**src/rtl/gtg_pkg.sv**
```systemverilog
package gtg_pkg;

    // Field widths
    localparam int POS_W  = 32;
    localparam int ANG_W  = 16;
    localparam int THR_W  = 16;
    localparam int LIN_W  = 31;
    localparam int CFG_DW = 32;
    localparam int CFG_AW = 4;

    // Square root: one step per stage, 32 result bits
    localparam int SQRT_STEPS = 32;
    localparam int SQ_W       = 64;
    localparam int RES_W      = 64;

    // CORDIC datapath
    localparam int CORDIC_STEPS_DEF = 16;
    localparam int CORDIC_SHIFT     = 20;
    localparam int ATAN_W           = 30;
    localparam int CX_W             = 56;
    localparam int Z_W              = 35;
    localparam int E_W              = 36;
    localparam int ANG_SHIFT        = 17;

    localparam longint PI_VAL     = 64'sd3373259426;
    localparam longint TWO_PI_VAL = 64'sd6746518852;

    localparam logic signed [Z_W-1:0] PI_Z      = Z_W'(PI_VAL);
    localparam logic signed [E_W-1:0] PI_E      = E_W'(PI_VAL);
    localparam logic signed [E_W-1:0] TWO_PI_E  = E_W'(TWO_PI_VAL);
    localparam logic signed [E_W-1:0] ROUND_E   = E_W'(64'sd1 <<< (ANG_SHIFT - 1));

    // Register map
    typedef enum logic [1:0] {
        REG_GOAL_X,
        REG_GOAL_Y,
        REG_ARRIVE_THR,
        REG_MAX_LINEAR
    } reg_idx_t;

    localparam logic [POS_W-1:0] GOAL_X_RST     = POS_W'(524288);
    localparam logic [POS_W-1:0] GOAL_Y_RST     = POS_W'(327680);
    localparam logic [THR_W-1:0] ARRIVE_THR_RST = THR_W'(7);
    localparam logic [LIN_W-1:0] MAX_LINEAR_RST = LIN_W'(65536);

    typedef struct packed {
        logic signed [POS_W-1:0] goal_x;
        logic signed [POS_W-1:0] goal_y;
        logic [THR_W-1:0]        arrive_threshold;
        logic [LIN_W-1:0]        max_linear;
    } cfg_t;

    typedef struct packed {
        logic signed [CX_W-1:0] x;
        logic signed [CX_W-1:0] y;
        logic signed [Z_W-1:0]  z;
    } cordic_t;

    // Payload carried through the iteration stages
    typedef struct packed {
        logic                    moving;
        logic [SQ_W-1:0]         rem;
        logic [RES_W-1:0]        res;
        cordic_t                 cor;
        logic signed [ANG_W-1:0] hd;
    } iter_t;

    // Arctangent of 2^-i in units of 2^-30 rad, truncated
    function automatic logic [ATAN_W-1:0] atan_q30(input logic [4:0] idx);
        logic [ATAN_W-1:0] v;
        case (idx)
            5'd0:    v = 30'h3243F6A8;
            5'd1:    v = 30'h1DAC6705;
            5'd2:    v = 30'h0FADBAFC;
            5'd3:    v = 30'h07F56EA6;
            5'd4:    v = 30'h03FEAB76;
            5'd5:    v = 30'h01FFD55B;
            5'd6:    v = 30'h00FFFAAA;
            5'd7:    v = 30'h007FFF55;
            5'd8:    v = 30'h003FFFEA;
            5'd9:    v = 30'h001FFFFD;
            5'd10:   v = 30'h000FFFFF;
            5'd11:   v = 30'h0007FFFF;
            5'd12:   v = 30'h0003FFFF;
            5'd13:   v = 30'h0001FFFF;
            5'd14:   v = 30'h0000FFFF;
            5'd15:   v = 30'h00007FFF;
            5'd16:   v = 30'h00003FFF;
            5'd17:   v = 30'h00001FFF;
            5'd18:   v = 30'h00000FFF;
            5'd19:   v = 30'h000007FF;
            5'd20:   v = 30'h000003FF;
            5'd21:   v = 30'h000001FF;
            5'd22:   v = 30'h000000FF;
            5'd23:   v = 30'h0000007F;
            5'd24:   v = 30'h0000003F;
            5'd25:   v = 30'h0000001F;
            5'd26:   v = 30'h0000000F;
            5'd27:   v = 30'h00000008;
            5'd28:   v = 30'h00000004;
            5'd29:   v = 30'h00000002;
            5'd30:   v = 30'h00000001;
            default: v = 30'h00000000;
        endcase
        return v;
    endfunction

endpackage

```
**src/rtl/gtg_back.sv**
```systemverilog
module gtg_back import gtg_pkg::*;
(
    input  logic                    clk,
    input  logic                    rst_n,
    input  cfg_t                    cfg,
    input  logic                    in_valid,
    output logic                    in_ready,
    input  iter_t                   in_data,
    output logic                    out_valid,
    input  logic                    out_ready,
    output logic [LIN_W-1:0]        linear_cmd,
    output logic signed [ANG_W-1:0] angular_cmd,
    output logic                    at_goal
);

    logic v0_reg, v1_reg;
    logic r0, r1;

    assign r1       = !v1_reg || out_ready;
    assign r0       = !v0_reg || r1;
    assign in_ready = r0;

    always_ff @(posedge clk or negedge rst_n)
    begin
        if (!rst_n)
        begin
            v0_reg <= 1'b0;
            v1_reg <= 1'b0;
        end
        else
        begin
            if (r0) v0_reg <= in_valid;
            if (r1) v1_reg <= v0_reg;
        end
    end

    // Stage 0: speed clamp and raw heading error
    logic [2*THR_W-1:0]     dist_root;
    logic [LIN_W-1:0]       lin0_next, lin0_reg;
    logic signed [E_W-1:0]  err0_next, err0_reg;
    logic                   mov0_reg;

    always_comb
    begin
        dist_root = in_data.res[2*THR_W-1:0];
        if (dist_root > {{(2*THR_W-LIN_W){1'b0}}, cfg.max_linear})
            lin0_next = cfg.max_linear;
        else
            lin0_next = dist_root[LIN_W-1:0];
        err0_next = {{(E_W-Z_W){in_data.cor.z[Z_W-1]}}, in_data.cor.z}
                  - ({{(E_W-ANG_W){in_data.hd[ANG_W-1]}}, in_data.hd} <<< ANG_SHIFT);
    end

    always_ff @(posedge clk)
    begin
        if (r0 && in_valid)
        begin
            lin0_reg <= lin0_next;
            err0_reg <= err0_next;
            mov0_reg <= in_data.moving;
        end
    end

    // Stage 1: wrap into (-pi, pi], round to Q3.13, zero on arrival
    logic signed [E_W-1:0]   wrapped;
    logic signed [E_W-1:0]   ang_full;
    logic [LIN_W-1:0]        lin1_reg;
    logic signed [ANG_W-1:0] ang1_reg;
    logic                    goal1_reg;

    always_comb
    begin
        if (err0_reg > PI_E)
            wrapped = err0_reg - TWO_PI_E + ROUND_E;
        else if (err0_reg <= -PI_E)
            wrapped = err0_reg + TWO_PI_E + ROUND_E;
        else
            wrapped = err0_reg + ROUND_E;
        ang_full = wrapped >>> ANG_SHIFT;
    end

    always_ff @(posedge clk)
    begin
        if (r1 && v0_reg)
        begin
            if (mov0_reg)
            begin
                lin1_reg  <= lin0_reg;
                ang1_reg  <= ang_full[ANG_W-1:0];
                goal1_reg <= 1'b0;
            end
            else
            begin
                lin1_reg  <= '0;
                ang1_reg  <= '0;
                goal1_reg <= 1'b1;
            end
        end
    end

    assign out_valid   = v1_reg;
    assign linear_cmd  = lin1_reg;
    assign angular_cmd = ang1_reg;
    assign at_goal     = goal1_reg;

endmodule

```
**config.mk**
```make
export PLATFORM = sky130hd
export DESIGN_NAME = gtg_back
export DESIGN_NICKNAME = d
export VERILOG_FILES = /design/src/rtl/gtg_pkg.sv /design/src/rtl/gtg_back.sv
export SDC_FILE = /design/constraint.sdc
export NUM_CORES = 1
export LEC_CHECK = 0
export ABC_CLOCK_PERIOD_IN_PS = 3800
export BUFFER_PORTS_ARGS = -buffer_cell sky130_fd_sc_hd__buf_2
export CORE_AREA = 2 2 177 179
export DETAILED_ROUTE_END_ITERATION = 7
export DIE_AREA = 0 0 179 181
export SYNTH_ARGS = -nofsm -noshare
export SYNTH_HDL_FRONTEND = slang
export SYNTH_SLANG_ARGS = --single-unit
```
**constraint.sdc**
```tcl
create_clock -name clk -period 3.8 [get_ports clk]
set_input_delay 0.38 -clock clk [delete_from_list [all_inputs] [get_ports clk]]
set_output_delay 0.38 -clock clk [all_outputs]
set_load 0.01 [all_outputs]
```
==> key figures <==
Power
  – Switching Share: 0.287
  – Internal cell power: 0.00291 W
  – VDD IR max: ~0.27 mV
  – Standby leakage power: about 4 nW
  – Clock network power share: 0.396
  – P_sw: 0.00117 W
  – P per Cell Area: between 400 and 500 mW/mm^2
  – Flop pwr share: 0.420
  – Comb power frac: 0.184

Clock tree
  – H-tree depth: 4
  – Root buf cell: clkbuf_16
  – Clock tree buffer depth: 2
  – Number of post-CTS setup repair buffers: 0
  – CTS tree: yes
  – CTS Sinks: 118
  – Clk pin slew, worst setup/hold paths: roughly 0.060 ns
  – Clk Latency, worst-skew pair: between 0.4 and 0.5 ns
  – Total CTS buffers: 17
  – Cts repair resizes: 0

Finish
  – Non-filler cells in the finished layout: about 1,300
  – Max reg flops: 36
  – Syn-to-layout area delta: 25.3%
  – Register area: between 0.003 and 0.004 mm^2
  – Multi-input logic area: 0.00350 mm^2
  – NumNets Final: between 1,000 and 1,500
  – Final core utilization: 0.306
  – # fillers: 3,102
  – Layout cells sized above 1: 0.292

Synthesis
  – Complex-gate fraction of the synthesized area: 0.124
  – Mapped Avg Cell Area: around 11 um^2
  – Most numerous cell in the Yosys netlist: edfxtp_1
  – Sequential area share after synthesis: 0.477
  – Most used DFF post-synth: edfxtp_1
  – Fraction of the mapped netlist area in simple logic gates: 0.171
  – Post-synthesis cell type count: slightly above 70
  – Largest family of logic cells by synthesized area: simple AND/OR/NAND/NOR gates
  – Synth top area share: 0.470
  – Synth Warn #: 0
  – Synth Cell Area: about 0.0074 mm^2
  – Mux cell area share after synthesis: 0.0660
  – Syn nets: roughly 1,100
  – EDFF count, synth: 116
  – Seq cells post-synth: 118
  – Top cells by area, synth: edfxtp_1 (47%), ha_1 (9.0%), mux2_2 (4.7%)
  – Synth area leader: edfxtp_1
  – Synth async-reset ratio: 0.0169
  – Top cells by count, synth: edfxtp_1 (116), inv_1 (63), ha_1 (53), nand2_1 (49), and2_1 (35)
  – Mapped Cells: ~700
  – Adder-Cell Fraction of Synth Area: 0.0922
  – Post-Synth XOR/XNOR Area: 0.0189

Worst setup path
  – Setup CP Type: reg -> reg
  – Max FO, Critical Path: 12
  – CP peak stage delay: ~0.6 ns
  – Cell Chain, Critical Path: nor3b_2 -> nand4_1 -> or4_1 -> nor4_2 -> a21oi_2 -> nor3_1 -> o31a_1 -> mux2i_1
  – Critical Path AT: about 3.4 ns
  – Critical Path RT: 4.06 ns
  – CP Launch Type: register
  – CP endpoint kind: register
  – Slowest cell on the critical path: edfxtp_1

STA
  – Setup TNS: 0 ns
  – Achievable clock frequency: 0.314 GHz
  – Slew Limit Fails: 0
  – Slew at the pin closest to its max-slew limit: 0.829 ns
  – Slew headroom: 0.447
  – RSZ-0062 raised after global routing: false
  – Final hold vios: 0
  – Final worst slack: slightly above 0.6 ns
  – Period utilisation layout: 0.837
  – Final setup fails: 0
  – Final min period: approximately 3.2 ns
  – Clock skew: ~0.020 ns

Global routing
  – First-pass GRT wire length: roughly 32,000 um
  – GR Overflow Total: 0
  – Vias in the first global route: about 5,600
  – Initial antenna violation count: 0
  – Largest net degree at the start of global routing: 50
  – Tot GR Track Use: 0.132

Detailed routing
  – Vias/cell: 4.70
  – Starting DRC count in detailed routing: about 270
  – TritonRoute pass-1 iters: 6
  – DR DRC count: 0
  – Vias: 5,947
  – Routed len/inst: 16.8 um
  – Final wirelength: ~21,000 um
  – Post-DRT Antenna Nets: 0

Floorplan
  – Die Wd: between 150 and 200 um
  – Starting density of the core: 0.244
  – Die ar.: 0.0324 mm^2
  – Core box area: just over 0.03 mm^2
  – IO Count: roughly 460
  – Die H: 181 um
  – Num rows: 64

Placed design
  – Dpl cells: 1,230
  – GP Congestion: slightly below 0.9
  – HPWL after detailed placement: 16,400 um
  – PortBufs: 168
  – Setup WS pre-CTS: about 0.43 ns

Job
  – Total of max-cap violations: 0

Min path
  – HP Class: in -> reg

Status
  – Status: complete, no violations
layer usage:
metal	up-vias	wire length [um]	global-route usage	share of wire
met5	-	0	0	0
met4	0	320	0.0429	0.015
met3	22	1300	0.0282	0.061
met2	205	8250	0.172	0.39
met1	2829	11400	0.211	0.53
li1	2891	-	-	-
timing repair:
item,CTS,global route
hold buffers,1,0
setup endpoints to repair,0,0
hold endpoints to repair,2,0
logic make-up after synthesis:
group                    Yosys count
multiplexers                      45
AND/OR/NAND/NOR                  227
buffers and inverters             91
adder cells (fa/ha/maj)           54
XOR/XNOR                          16
AO/OA/AOI/OAI                    136
flip-flops                       118
placed cells by master (no fill, tap or decap), types with 7 or more instances in the layout:
master and n:
nand3_1 19, nor4_1 9, mux2i_1 14, inv_6 7, and3_1 8, nand2b_1 15, edfxtp_1 116, xnor2_1 13
clkbuf_16 17, mux2_2 31, a31oi_1 7, a21oi_1 31, a211oi_1 11, nor2_1 23, nand2_1 49, nor3_1 16
nand4_1 14, a21o_1 15, and2_1 33, inv_1 63, o21ai_0 18, ha_1 53, nor2b_1 9, buf_2 168
cell type report:
type / count / share of cell area
Antenna cell: 1 / 0.000270
Clock buffer: 17 / 0.0458
Clock inverter: 15 / 0.0179
Timing Repair Buffer: 176 / 0.0987
Multi-Input combinational cell: 478 / 0.378
Tap cell: 396 / 0.0534
Sequential cell: 118 / 0.381
Inverter: 63 / 0.0255
final timing paths:
| kind | start | end | slack (ns) | depth (start not counted) |
|---|---|---|---|---|
| max | err0_reg[27]$_DFFE_PP_ | angular_cmd[8]$_SDFFCE_PN0P_ | 0.62 | 8 |
| min | in_data[23] | err0_reg[7]$_DFFE_PP_ | 0.13 | 1 |
| max reg2reg | err0_reg[27]$_DFFE_PP_ | angular_cmd[8]$_SDFFCE_PN0P_ | 0.62 | 8 |
| min reg2reg | v0_reg$_DFFE_PN0N_ | out_valid$_DFFE_PN0P_ | 0.49 | 1 |
| max in group asynchronous | rst_n | out_valid$_DFFE_PN0P_ | 3.44 | 2 |
| min in group asynchronous | rst_n | out_valid$_DFFE_PN0P_ | 0.27 | 2 |
stage by stage:
stage / total power (W) / hold slack [ns] / area, um^2
finish: 0.00409 / 0.129 / 9280
floorplan: 0.00220 / 0.0844 / 7410
CTS: 0.00413 / 0.111 / 9280
global route: 0.00428 / 0.118 / 9280
detailed placement: 0.00249 / 0.168 / 8680
global placement: 0.00249 / 0.168 / 8680
worst max-delay path: cells and delay by family (launching register included):
family           cells  cell delay, ns
flip-flops           1            0.59
AND/OR/NAND/NOR      5            1.86
multiplexers         1            0.20
AO/OA/AOI/OAI        2            0.38
power by group through the flow:
stage          clock, W  combinational (W)  sequential (W)
5_1_grt         0.00171           0.000843         0.00174
4_1_cts         0.00166           0.000761         0.00172
6_report        0.00162           0.000754         0.00172
3_5_place_dp          0           0.000753         0.00174
3_3_place_gp          0           0.000746         0.00174
2_1_floorplan         0           0.000509         0.00169
(Power assumes the default switching activity.)
