===== src/rtl/gtg_pkg.sv =====
package gtg_pkg;

    // Field widths
    localparam int POS_W  = 32;
    localparam int ANG_W  = 16;
    localparam int THR_W  = 16;
    localparam int LIN_W  = 31;
    localparam int CFG_DW = 32;
    localparam int CFG_AW = 4;

    // Square root: one step per stage, 32 result bits
    localparam int SQRT_STEPS = 32;
    localparam int SQ_W       = 64;
    localparam int RES_W      = 64;

    // CORDIC datapath
    localparam int CORDIC_STEPS_DEF = 16;
    localparam int CORDIC_SHIFT     = 20;
    localparam int ATAN_W           = 30;
    localparam int CX_W             = 56;
    localparam int Z_W              = 35;
    localparam int E_W              = 36;
    localparam int ANG_SHIFT        = 17;

    localparam longint PI_VAL     = 64'sd3373259426;
    localparam longint TWO_PI_VAL = 64'sd6746518852;

    localparam logic signed [Z_W-1:0] PI_Z      = Z_W'(PI_VAL);
    localparam logic signed [E_W-1:0] PI_E      = E_W'(PI_VAL);
    localparam logic signed [E_W-1:0] TWO_PI_E  = E_W'(TWO_PI_VAL);
    localparam logic signed [E_W-1:0] ROUND_E   = E_W'(64'sd1 <<< (ANG_SHIFT - 1));

    // Register map
    typedef enum logic [1:0] {
        REG_GOAL_X,
        REG_GOAL_Y,
        REG_ARRIVE_THR,
        REG_MAX_LINEAR
    } reg_idx_t;

    localparam logic [POS_W-1:0] GOAL_X_RST     = POS_W'(524288);
    localparam logic [POS_W-1:0] GOAL_Y_RST     = POS_W'(327680);
    localparam logic [THR_W-1:0] ARRIVE_THR_RST = THR_W'(7);
    localparam logic [LIN_W-1:0] MAX_LINEAR_RST = LIN_W'(65536);

    typedef struct packed {
        logic signed [POS_W-1:0] goal_x;
        logic signed [POS_W-1:0] goal_y;
        logic [THR_W-1:0]        arrive_threshold;
        logic [LIN_W-1:0]        max_linear;
    } cfg_t;

    typedef struct packed {
        logic signed [CX_W-1:0] x;
        logic signed [CX_W-1:0] y;
        logic signed [Z_W-1:0]  z;
    } cordic_t;

    // Payload carried through the iteration stages
    typedef struct packed {
        logic                    moving;
        logic [SQ_W-1:0]         rem;
        logic [RES_W-1:0]        res;
        cordic_t                 cor;
        logic signed [ANG_W-1:0] hd;
    } iter_t;

    // Arctangent of 2^-i in units of 2^-30 rad, truncated
    function automatic logic [ATAN_W-1:0] atan_q30(input logic [4:0] idx);
        logic [ATAN_W-1:0] v;
        case (idx)
            5'd0:    v = 30'h3243F6A8;
            5'd1:    v = 30'h1DAC6705;
            5'd2:    v = 30'h0FADBAFC;
            5'd3:    v = 30'h07F56EA6;
            5'd4:    v = 30'h03FEAB76;
            5'd5:    v = 30'h01FFD55B;
            5'd6:    v = 30'h00FFFAAA;
            5'd7:    v = 30'h007FFF55;
            5'd8:    v = 30'h003FFFEA;
            5'd9:    v = 30'h001FFFFD;
            5'd10:   v = 30'h000FFFFF;
            5'd11:   v = 30'h0007FFFF;
            5'd12:   v = 30'h0003FFFF;
            5'd13:   v = 30'h0001FFFF;
            5'd14:   v = 30'h0000FFFF;
            5'd15:   v = 30'h00007FFF;
            5'd16:   v = 30'h00003FFF;
            5'd17:   v = 30'h00001FFF;
            5'd18:   v = 30'h00000FFF;
            5'd19:   v = 30'h000007FF;
            5'd20:   v = 30'h000003FF;
            5'd21:   v = 30'h000001FF;
            5'd22:   v = 30'h000000FF;
            5'd23:   v = 30'h0000007F;
            5'd24:   v = 30'h0000003F;
            5'd25:   v = 30'h0000001F;
            5'd26:   v = 30'h0000000F;
            5'd27:   v = 30'h00000008;
            5'd28:   v = 30'h00000004;
            5'd29:   v = 30'h00000002;
            5'd30:   v = 30'h00000001;
            default: v = 30'h00000000;
        endcase
        return v;
    endfunction

endpackage


===== src/rtl/gtg_regs.sv =====
module gtg_regs import gtg_pkg::*;
(
    input  logic              clk,
    input  logic              rst_n,
    input  logic              psel,
    input  logic              penable,
    input  logic              pwrite,
    input  logic [CFG_AW-1:0] paddr,
    input  logic [CFG_DW-1:0] pwdata,
    output logic [CFG_DW-1:0] prdata,
    output logic              pready,
    output cfg_t              cfg
);

    cfg_t     cfg_reg;
    reg_idx_t idx;
    logic     wr_en;

    assign idx    = reg_idx_t'(paddr[CFG_AW-1:2]);
    assign wr_en  = psel && penable && pwrite;
    assign pready = 1'b1;
    assign cfg    = cfg_reg;

    // Register writes
    always_ff @(posedge clk or negedge rst_n)
    begin
        if (!rst_n)
        begin
            cfg_reg.goal_x           <= GOAL_X_RST;
            cfg_reg.goal_y           <= GOAL_Y_RST;
            cfg_reg.arrive_threshold <= ARRIVE_THR_RST;
            cfg_reg.max_linear       <= MAX_LINEAR_RST;
        end
        else if (wr_en)
        begin
            case (idx)
                REG_GOAL_X:     cfg_reg.goal_x           <= pwdata;
                REG_GOAL_Y:     cfg_reg.goal_y           <= pwdata;
                REG_ARRIVE_THR: cfg_reg.arrive_threshold <= pwdata[THR_W-1:0];
                REG_MAX_LINEAR: cfg_reg.max_linear       <= pwdata[LIN_W-1:0];
                default:        ;
            endcase
        end
    end

    // Read mux
    always_comb
    begin
        case (idx)
            REG_GOAL_X:     prdata = cfg_reg.goal_x;
            REG_GOAL_Y:     prdata = cfg_reg.goal_y;
            REG_ARRIVE_THR: prdata = {{(CFG_DW-THR_W){1'b0}}, cfg_reg.arrive_threshold};
            REG_MAX_LINEAR: prdata = {{(CFG_DW-LIN_W){1'b0}}, cfg_reg.max_linear};
            default:        prdata = '0;
        endcase
    end

endmodule


===== config.mk =====
export PLATFORM = sky130hd
export DESIGN_NAME = gtg_regs
export DESIGN_NICKNAME = d
export VERILOG_FILES = /design/src/rtl/gtg_pkg.sv /design/src/rtl/gtg_regs.sv
export SDC_FILE = /design/constraint.sdc
export NUM_CORES = 1
export LEC_CHECK = 0
export ABC_AREA = 1
export BUFFER_PORTS_ARGS = -buffer_cell sky130_fd_sc_hd__buf_2
export CAP_MARGIN = 15
export CORE_ASPECT_RATIO = 0.7
export CORE_MARGIN = 3
export CORE_UTILIZATION = 25
export CTS_CLUSTER_DIAMETER = 80
export DETAILED_ROUTE_END_ITERATION = 10
export PLACE_DENSITY = 0.58
export SLEW_MARGIN = 5
export SYNTH_ARGS = -nofsm -noshare
export SYNTH_HDL_FRONTEND = slang
export SYNTH_SLANG_ARGS = --single-unit

===== constraint.sdc =====
create_clock -name clk -period 1.9 [get_ports clk]
set_input_delay 0.38 -clock clk [delete_from_list [all_inputs] [get_ports clk]]
set_output_delay 0.38 -clock clk [all_outputs]
set_load 0.1 [all_outputs]

==> results of run 1 <==
[kinds of logic after synthesis]
group / synth area share, %
flops: 54.0
other cells: 0.0726
buf+inv: 6.20
simple gates: 39.8
[synth_stat cells]
library cell / number
sky130_fd_sc_hd__nor2_2: 1
sky130_fd_sc_hd__nand4_1: 16
sky130_fd_sc_hd__nand2_4: 3
sky130_fd_sc_hd__buf_1: 1
sky130_fd_sc_hd__dfrtp_1: 104
sky130_fd_sc_hd__conb_1: 1
sky130_fd_sc_hd__dfstp_2: 7
sky130_fd_sc_hd__nor2_8: 1
sky130_fd_sc_hd__nand3_1: 63
sky130_fd_sc_hd__buf_4: 10
sky130_fd_sc_hd__inv_6: 1
sky130_fd_sc_hd__nand2_2: 4
sky130_fd_sc_hd__nand3_2: 1
sky130_fd_sc_hd__clkbuf_1: 6
sky130_fd_sc_hd__inv_4: 1
sky130_fd_sc_hd__nor2_4: 4
sky130_fd_sc_hd__inv_2: 4
sky130_fd_sc_hd__buf_6: 15
sky130_fd_sc_hd__nand2_1: 399
sky130_fd_sc_hd__buf_2: 4
[metrics by stage]
| stage | total power (W) | setup slack, ns | hold slack [ns] | setup TNS, ns |
|---|---|---|---|---|
| final | 0.0120 | 0.0941 | 0.242 | 0 |
| after global routing | 0.0125 | 0.0532 | 0.238 | 0 |
| after CTS | 0.0121 | 0.0727 | 0.229 | 0 |
| after detailed placement | 0.0101 | 0.132 | 0.255 | 0 |
| after global placement | 0.0101 | 0.143 | 0.252 | 0 |
| after floorplan | 0.00858 | -0.152 | 0.0844 | -2.18 |
[routing by layer]
layer	wire length, µm	share of wire (%)	global-route usage (%)	vias to the layer above
met5	17	0.093	0	-
li1	-	-	-	2375
met4	200	1.1	3.74	4
met3	1590	8.7	5.76	19
met2	7720	42	24.2	174
met1	8720	48	23.2	2240
[power by group through the flow]
stage | clock, W | combinational, W | sequential (W)
floorplan | 0 | 0.00163 | 0.00695
global placement | 0 | 0.00661 | 0.00344
detailed placement | 0 | 0.00665 | 0.00344
CTS | 0.00208 | 0.00665 | 0.00340
global route | 0.00218 | 0.00683 | 0.00348
finish | 0.00202 | 0.00661 | 0.00340
[worst min-delay path by stage]
stage | from | endpoint | slack (ns) | cells past startpoint
5_1_grt | pwdata[17] | cfg[96]$_DFFE_PN0P_ | 0.24 | 3
2_1_floorplan | rst_n | cfg[100]$_DFFE_PN0P_ | 0.08 | 0
6_report | pwdata[16] | cfg[16]$_DFFE_PN1P_ | 0.24 | 3
3_5_place_dp | rst_n | cfg[105]$_DFFE_PN0P_ | 0.25 | 1
4_1_cts | pwdata[31] | cfg[78]$_DFFE_PN0P_ | 0.23 | 3
3_3_place_gp | rst_n | cfg[105]$_DFFE_PN0P_ | 0.25 | 1
[cell type report]
cell class	count	area [µm²]	area share, %
clock buffer	12	256	3.40
clock inverter	4	58.8	0.781
inverter	6	32.5	0.432
multi-input combinational	493	2190	29.1
sequential	111	2930	38.9
tap	270	338	4.48
timing repair buffer	208	1720	22.8
[timing repair]
action                     4_1_cts  5_1_grt
resized for setup                0        0
hold buffers                     1        0
setup endpoints to repair        0        0
hold endpoints to repair        11        0
==> impl_table.tex, run 1 <==
\begin{tabular}{lr}
\hline
Metric & Value \\
\hline
\multicolumn{2}{l}{\textbf{Clocking}} \\
\quad Clock Path Buffers & 2 \\
\quad Cell chosen for the clock root & sky130\_fd\_sc\_hd\_\_clkbuf\_16 \\
\quad Worst-Skew Late Latency & approximately 0.35 ns \\
\quad \# H-tree levels & 3 \\
\quad TritonCTS clock tree & built \\
\quad TritonCTS sink count & between 100 and 150 \\
\quad Post-CTS setup repair buffer count & 0 \\
\quad Clock-pin slew of the registers on the worst-case setup and hold paths & 0.08 ns \\
\quad Clock buffers created by TritonCTS & 9 \\
\multicolumn{2}{l}{\textbf{Die}} \\
\quad Die area & between 20000 and 25000 µm² \\
\quad Initial core utilization & 25.8\% \\
\quad Std cell rows & 43 \\
\quad Floorplan die height & between 100 and 150 µm \\
\quad Die boundary width & approximately 180 µm \\
\quad Top-Level Pins & 185 \\
\quad Area of the core & around 20000 µm² \\
\multicolumn{2}{l}{\textbf{Critical path}} \\
\quad End of the critical path & cfg[31] \\
\quad Register-to-Register Setup Slack & 1.08 ns \\
\quad Nature of the critical path startpoint & register \\
\quad Critical path peak fanout & 3 \\
\quad Category of the most critical setup path & register to output pin \\
\quad List of cells traversed by the critical path & buf\_2 \\
\quad CP required & around 1.5 ns \\
\quad Worst Setup End Kind & output pin \\
\quad Reg2reg start & cfg[33]\$\_DFFE\_PN1P\_ \\
\quad Length in cells of the worst reg-to-reg path & 2 \\
\quad Standard cell with the maximum stage delay on the critical path & sky130\_fd\_sc\_hd\_\_dfstp\_4 \\
\quad Buffering stage count on the worst path with inverters included & 1 \\
\quad Max stage delay on crit path & around 0.63 ns \\
\quad Number of stages on the worst setup path & 1 \\
\quad Data arrival time of the worst path & between 1 and 1.5 ns \\
\quad Delay-heaviest family, CP & flip-flops \\
\quad FF-to-FF End & cfg[33]\$\_DFFE\_PN1P\_ \\
\quad Crit path launch & cfg[31]\$\_DFFE\_PN1P\_ \\
\multicolumn{2}{l}{\textbf{Global routing}} \\
\quad Wire length of the first global-routing pass & roughly 28000 µm \\
\quad Largest net degree at the start of global routing & 53 \\
\quad Vias in the first global route & 4580 \\
\quad Antenna violations before repair & 2 \\
\quad Global route total overflow & 0 \\
\quad Aggregate global-route resource usage & between 10\% and 20\% \\
\multicolumn{2}{l}{\textbf{Synthesis}} \\
\quad Area leader, netlist & sky130\_fd\_sc\_hd\_\_dfrtp\_1 \\
\quad Cell area after technology mapping & between 5000 and 6000 µm² \\
\quad Cells after synthesis & 646 \\
\quad Warnings, synthesis & 0 \\
\quad Syn Nets & slightly below 700 \\
\quad Fraction of the yosys area taken by sequential cells & a little over half \\
\quad Synth top area cells & sky130\_fd\_sc\_hd\_\_dfrtp\_1 50\%, sky130\_fd\_sc\_hd\_\_nand2\_1 29\%, sky130\_fd\_sc\_hd\_\_nand3\_1 6.1\% \\
\quad Post-synth top area share & about half \\
\quad Count of cell types in the netlist & 20 \\
\quad Mapped Avg Cell Area & about 8 µm² \\
\quad Number of synthesized register bits & around 110 \\
\multicolumn{2}{l}{\textbf{STA}} \\
\quad Unrepaired setup endpoints after global routing & no \\
\quad Max\_slew headroom & between 60\% and 70\% \\
\quad Number of failing hold endpoints at the final stage & 0 \\
\quad Maximum clock frequency & $\sim$0.55 GHz \\
\quad Clk\_skew & 0 ns \\
\quad Shortest clock period the worst path allows after layout & around 1.8 ns \\
\quad Final setup fails & 0 \\
\quad Final-report max-slew violation count & 0 \\
\quad Period utilisation layout & a little over nine tenths \\
\quad Slew of the pin with the lowest slew margin & about 0.53 ns \\
\multicolumn{2}{l}{\textbf{Routing}} \\
\quad Vias after detailed routing & slightly below 5000 \\
\quad Post-route antenna net violation count & 0 \\
\quad Overall routed net length & approximately 18000 µm \\
\quad Violation count after the first detailed-route iteration & 289 \\
\quad Final routed DRC violation total & 0 \\
\quad Length of the first detailed-routing pass in iterations & 5 \\
\quad Detail-routed via count per cell & around 4.4 \\
\quad Routed wirelength normalized by instance count & $\sim$17 µm \\
\multicolumn{2}{l}{\textbf{Power and ir drop}} \\
\quad Power share of the sequential group & between 20\% and 30\% \\
\quad Power dissipated by switching net loads & $\sim$0.0068 W \\
\quad Switching share of total power & between 50\% and 60\% \\
\quad VDD IR-drop max & 860 µV \\
\quad LEAKAGE & between 3 and 4 nW \\
\quad Power Internal & 0.00524 W \\
\quad Total power per unit cell area & 1600 nW/µm² \\
\quad Comb pwr share & between 50\% and 60\% \\
\quad Portion of total power attributed to the clock network & between 15 and 20\% \\
\multicolumn{2}{l}{\textbf{Final layout}} \\
\quad Fraction of layout cells with a size suffix above 1 & between 40\% and 50\% \\
\quad Area of all placed cells without fillers & about 7500 µm² \\
\quad Synthesis-to-layout area growth & 45.9\% \\
\quad Largest register FFs & roughly 110 \\
\quad Post-layout nets & 870 \\
\quad Count of fill cells added during filler insertion & approximately 2000 \\
\quad Filler-free cell count of the finished design & roughly 1100 \\
\quad Layout Utilization & between 30\% and 40\% \\
\quad Most used cells in the layout excluding fill and tap cells & 398 x sky130\_fd\_sc\_hd\_\_nand2\_1, 148 x sky130\_fd\_sc\_hd\_\_buf\_2, 43 x sky130\_fd\_sc\_hd\_\_dfrtp\_1 \\
\quad Most common cell after layout, fill and taps aside & sky130\_fd\_sc\_hd\_\_nand2\_1 \\
\quad Number of antenna repair diodes & 0 \\
\multicolumn{2}{l}{\textbf{Place}} \\
\quad GPL Wtd Cong & roughly 0.77 \\
\quad HPWL after DPL & about 13000 µm \\
\quad Total of buffers placed on input and output ports & 181 \\
\quad Post-placement cell count & about 1100 \\
\quad Placed cell areas & between 7000 and 8000 µm² \\
\multicolumn{2}{l}{\textbf{Flow run}} \\
\quad Max-cap check violation count & 0 \\
\multicolumn{2}{l}{\textbf{Outcome}} \\
\quad Status & complete, no violations \\
\multicolumn{2}{l}{\textbf{Min path}} \\
\quad Worst min-delay path class & input pin to register \\
\hline
\end{tabular}
(Power assumes the default switching activity.)
==> run 2, diff against run 1 <==
==> constraint.sdc (replaced) <==
create_clock -name clk -period 1.8 [get_ports clk]
set_input_delay 0.36 -clock clk [delete_from_list [all_inputs] [get_ports clk]]
set_output_delay 0.36 -clock clk [all_outputs]
set_load 0.1 [all_outputs]
==> run 2 against run 1 <==
  * Global-route usage rose by 0.40 points
  * Utilization rose by 0.96 points
  * Sequential cell count did not move
  * Non-clock buffer count rose by 2
  * Die area did not move
  * Sequential power rose by 9.1%
  * Highest routed layer is now met4
==> impl_table.tex, run 2 (synthesis results as in run 1) <==
\begin{tabular}{lr}
\hline
Metric & Value \\
\hline
\multicolumn{2}{l}{\textbf{Die}} \\
\quad Die boundary width & 178 µm (unchanged) \\
\quad Initial core utilization & 25.8\% (unchanged) \\
\quad Floorplan die height & 126 µm (unchanged) \\
\quad Top-Level Pins & 185 (unchanged) \\
\quad Std cell rows & 43 (unchanged) \\
\quad Die area & 22400 µm² (unchanged) \\
\quad Area of the core & 20000 µm² (unchanged) \\
\multicolumn{2}{l}{\textbf{Clocking}} \\
\quad TritonCTS sink count & 111 (unchanged) \\
\quad \# H-tree levels & 3 (unchanged) \\
\quad Clock Path Buffers & 2 (unchanged) \\
\quad Clock-pin slew of the registers on the worst-case setup and hold paths & 0.07 ns (about the same) \\
\quad Worst-Skew Late Latency & 0.35 ns (about the same) \\
\quad Clock buffers created by TritonCTS & 9 (unchanged) \\
\quad Post-CTS setup repair buffer count & 0 (unchanged) \\
\quad TritonCTS clock tree & built \\
\quad Cell chosen for the clock root & sky130\_fd\_sc\_hd\_\_clkbuf\_16 \\
\multicolumn{2}{l}{\textbf{STA}} \\
\quad Clk\_skew & 0 ns (unchanged) \\
\quad Maximum clock frequency & around 0.58 GHz \\
\quad Number of failing hold endpoints at the final stage & 0 (unchanged) \\
\quad Period utilisation layout & approximately 97\% \\
\quad Final-report max-slew violation count & 0 (unchanged) \\
\quad Max\_slew headroom & 65.5\% (+0.58 points) \\
\quad Final setup fails & 0 (unchanged) \\
\quad Unrepaired setup endpoints after global routing & no \\
\quad Shortest clock period the worst path allows after layout & around 1.7 ns \\
\quad Slew of the pin with the lowest slew margin & 0.521 ns (-0.00874 ns) \\
\quad Hold Worst Slack & 0.225 ns (-0.0170 ns) \\
\multicolumn{2}{l}{\textbf{Power and ir drop}} \\
\quad VDD IR-drop max & 888 µV (+3.3\%) \\
\quad LEAKAGE & 3.89 nW (-1.7\%) \\
\quad Total power per unit cell area & 1630 nW/µm² (+1.8\%) \\
\quad Tot Pwr & 0.0126 W (+4.4\%) \\
\quad Portion of total power attributed to the clock network & 14.8\% (-2.0 points) \\
\quad Switching share of total power & 56.9\% (+0.49 points) \\
\quad Power share of the sequential group & 29.6\% (+1.3 points) \\
\quad Power dissipated by switching net loads & 0.00714 W (+5.3\%) \\
\quad Comb pwr share & 55.6\% (+0.7 points) \\
\quad Power Internal & 0.00541 W (+3.2\%) \\
\multicolumn{2}{l}{\textbf{Global routing}} \\
\quad Wire length of the first global-routing pass & 29100 µm (+4.6\%) \\
\quad Aggregate global-route resource usage & 16.8\% (+0.40 points) \\
\quad Antenna violations before repair & 0 (-2) \\
\quad Global route total overflow & 0 (unchanged) \\
\quad Vias in the first global route & 4946 (+8.0\%) \\
\quad Largest net degree at the start of global routing & 62 (+17\%) \\
\multicolumn{2}{l}{\textbf{Outcome}} \\
\quad Status & complete, no violations \\
\multicolumn{2}{l}{\textbf{Final layout}} \\
\quad Post-layout nets & 872 (+0.23\%) \\
\quad Most used cells in the layout excluding fill and tap cells & 398 x sky130\_fd\_sc\_hd\_\_nand2\_1, 143 x sky130\_fd\_sc\_hd\_\_buf\_2, 53 x sky130\_fd\_sc\_hd\_\_dfrtp\_2 \\
\quad Most common cell after layout, fill and taps aside & sky130\_fd\_sc\_hd\_\_nand2\_1 \\
\quad Number of antenna repair diodes & 0 (unchanged) \\
\quad Largest register FFs & 111 (unchanged) \\
\quad Fraction of layout cells with a size suffix above 1 & 47.4\% (+7.0 points) \\
\quad Count of fill cells added during filler insertion & 2049 (+0.098\%) \\
\quad Synthesis-to-layout area growth & 49.6\% \\
\multicolumn{2}{l}{\textbf{Critical path}} \\
\quad Worst Setup End Kind & output pin \\
\quad Critical path peak fanout & 22 (+19) \\
\quad Standard cell with the maximum stage delay on the critical path & sky130\_fd\_sc\_hd\_\_buf\_12 \\
\quad Nature of the critical path startpoint & input pin \\
\quad Category of the most critical setup path & input pin to output pin \\
\quad Max stage delay on crit path & 0.20 ns (-0.43 ns) \\
\quad List of cells traversed by the critical path & clkbuf\_4 > nor2\_4 > buf\_12 > nand2\_1 > nand4\_1 > buf\_12 \\
\quad Crit path launch & paddr[3] \\
\quad CP required & 1.44 ns (-0.08 ns) \\
\quad Cell repeated most along the worst path & sky130\_fd\_sc\_hd\_\_buf\_12 \\
\quad Reg2reg start & cfg[31]\$\_DFFE\_PN1P\_ \\
\quad Data arrival time of the worst path & 1.38 ns (-0.05 ns) \\
\multicolumn{2}{l}{\textbf{Routing}} \\
\quad Detail-routed via count per cell & 4.45 (+2.2\%) \\
\quad Final routed DRC violation total & 0 (unchanged) \\
\quad Vias after detailed routing & 4927 (+2.4\%) \\
\quad Post-route antenna net violation count & 0 (unchanged) \\
\quad Overall routed net length & 18700 µm (+2.3\%) \\
\quad Violation count after the first detailed-route iteration & 299 (+3.5\%) \\
\quad Routed wirelength normalized by instance count & 16.9 µm (+2.1\%) \\
\quad Length of the first detailed-routing pass in iterations & 4 (-1) \\
\multicolumn{2}{l}{\textbf{Min path}} \\
\quad Worst min-delay path class & input pin to register \\
\quad Worst Min Path Start & pwdata[31] \\
\multicolumn{2}{l}{\textbf{Flow run}} \\
\quad Max-cap check violation count & 0 (unchanged) \\
\multicolumn{2}{l}{\textbf{Place}} \\
\quad Total of buffers placed on input and output ports & 181 (unchanged) \\
\quad GPL Wtd Cong & 0.779 (+1.7\%) \\
\quad HPWL after DPL & 13200 µm (+2.2\%) \\
\hline
\end{tabular}
[run 2: through the flow]
step                std cells  util [%]  setup slack (ns)  TNS (ns)  cell area (µm²)
floorplan                 646         -            -0.213     -3.17             5760
CTS                      1106      38.5           0.00873         0             7710
global route             1106      38.6           0.00325         0             7720
finish                   1106      38.6            0.0629         0             7720
detailed placement       1089      37.2           -0.0456   -0.0456             7440
global placement         1089      37.2            0.0130         0             7440
[run 2: worst paths after layout]
check | to | cells after the start | slack [ns]
max | prdata[1] | 6 | 0.06
min | cfg[110]$_DFFE_PN0P_ | 3 | 0.23
max reg2reg | cfg[31]$_DFFE_PN1P_ | 2 | 1.00
min reg2reg | cfg[16]$_DFFE_PN1P_ | 2 | 0.47
max in group asynchronous | cfg[33]$_DFFE_PN1P_ | 3 | 0.87
min in group asynchronous | cfg[10]$_DFFE_PN0P_ | 2 | 0.36
[run 2: power groups by stage]
stage	Combinational, W	Clock (W)	Sequential (W)
after floorplan	0.00173	0	0.00747
after global placement	0.00697	0	0.00375
after detailed placement	0.00702	0	0.00375
after CTS	0.00702	0.00193	0.00372
after global routing	0.00722	0.00203	0.00380
final	0.00698	0.00186	0.00371
[run 2: area by class of cell]
class | instances | area (µm²) | area share [%]
Clock buffer | 13 | 240 | 3.11
Clock inverter | 3 | 20.0 | 0.259
Inverter | 6 | 32.5 | 0.421
Multi-Input combinational cell | 493 | 2280 | 29.5
Sequential cell | 111 | 3060 | 39.6
Tap cell | 270 | 338 | 4.37
Timing Repair Buffer | 210 | 1760 | 22.8
[run 2: per-layer routing]
metal	part of all wire (%)	global-route usage [%]
met2	44	25.5
met1	49	24.1
met5	0	0
met3	6.1	4.64
met4	0.99	3.55
[run 2: worst max-delay path: cells and delay by family]
| kind | cells | cell delay [ns] |
|---|---|---|
| buf+inv | 3 | 0.58 |
| simple gates | 3 | 0.41 |
[run 2: what timing repair did]
action,4_1_cts,5_1_grt
hold buffers,1,0
hold endpoints to repair,2,0
endpoints found under the setup margin,1,7
gates resized for setup,1,4
pin swaps,0,3
gates cloned,0,0
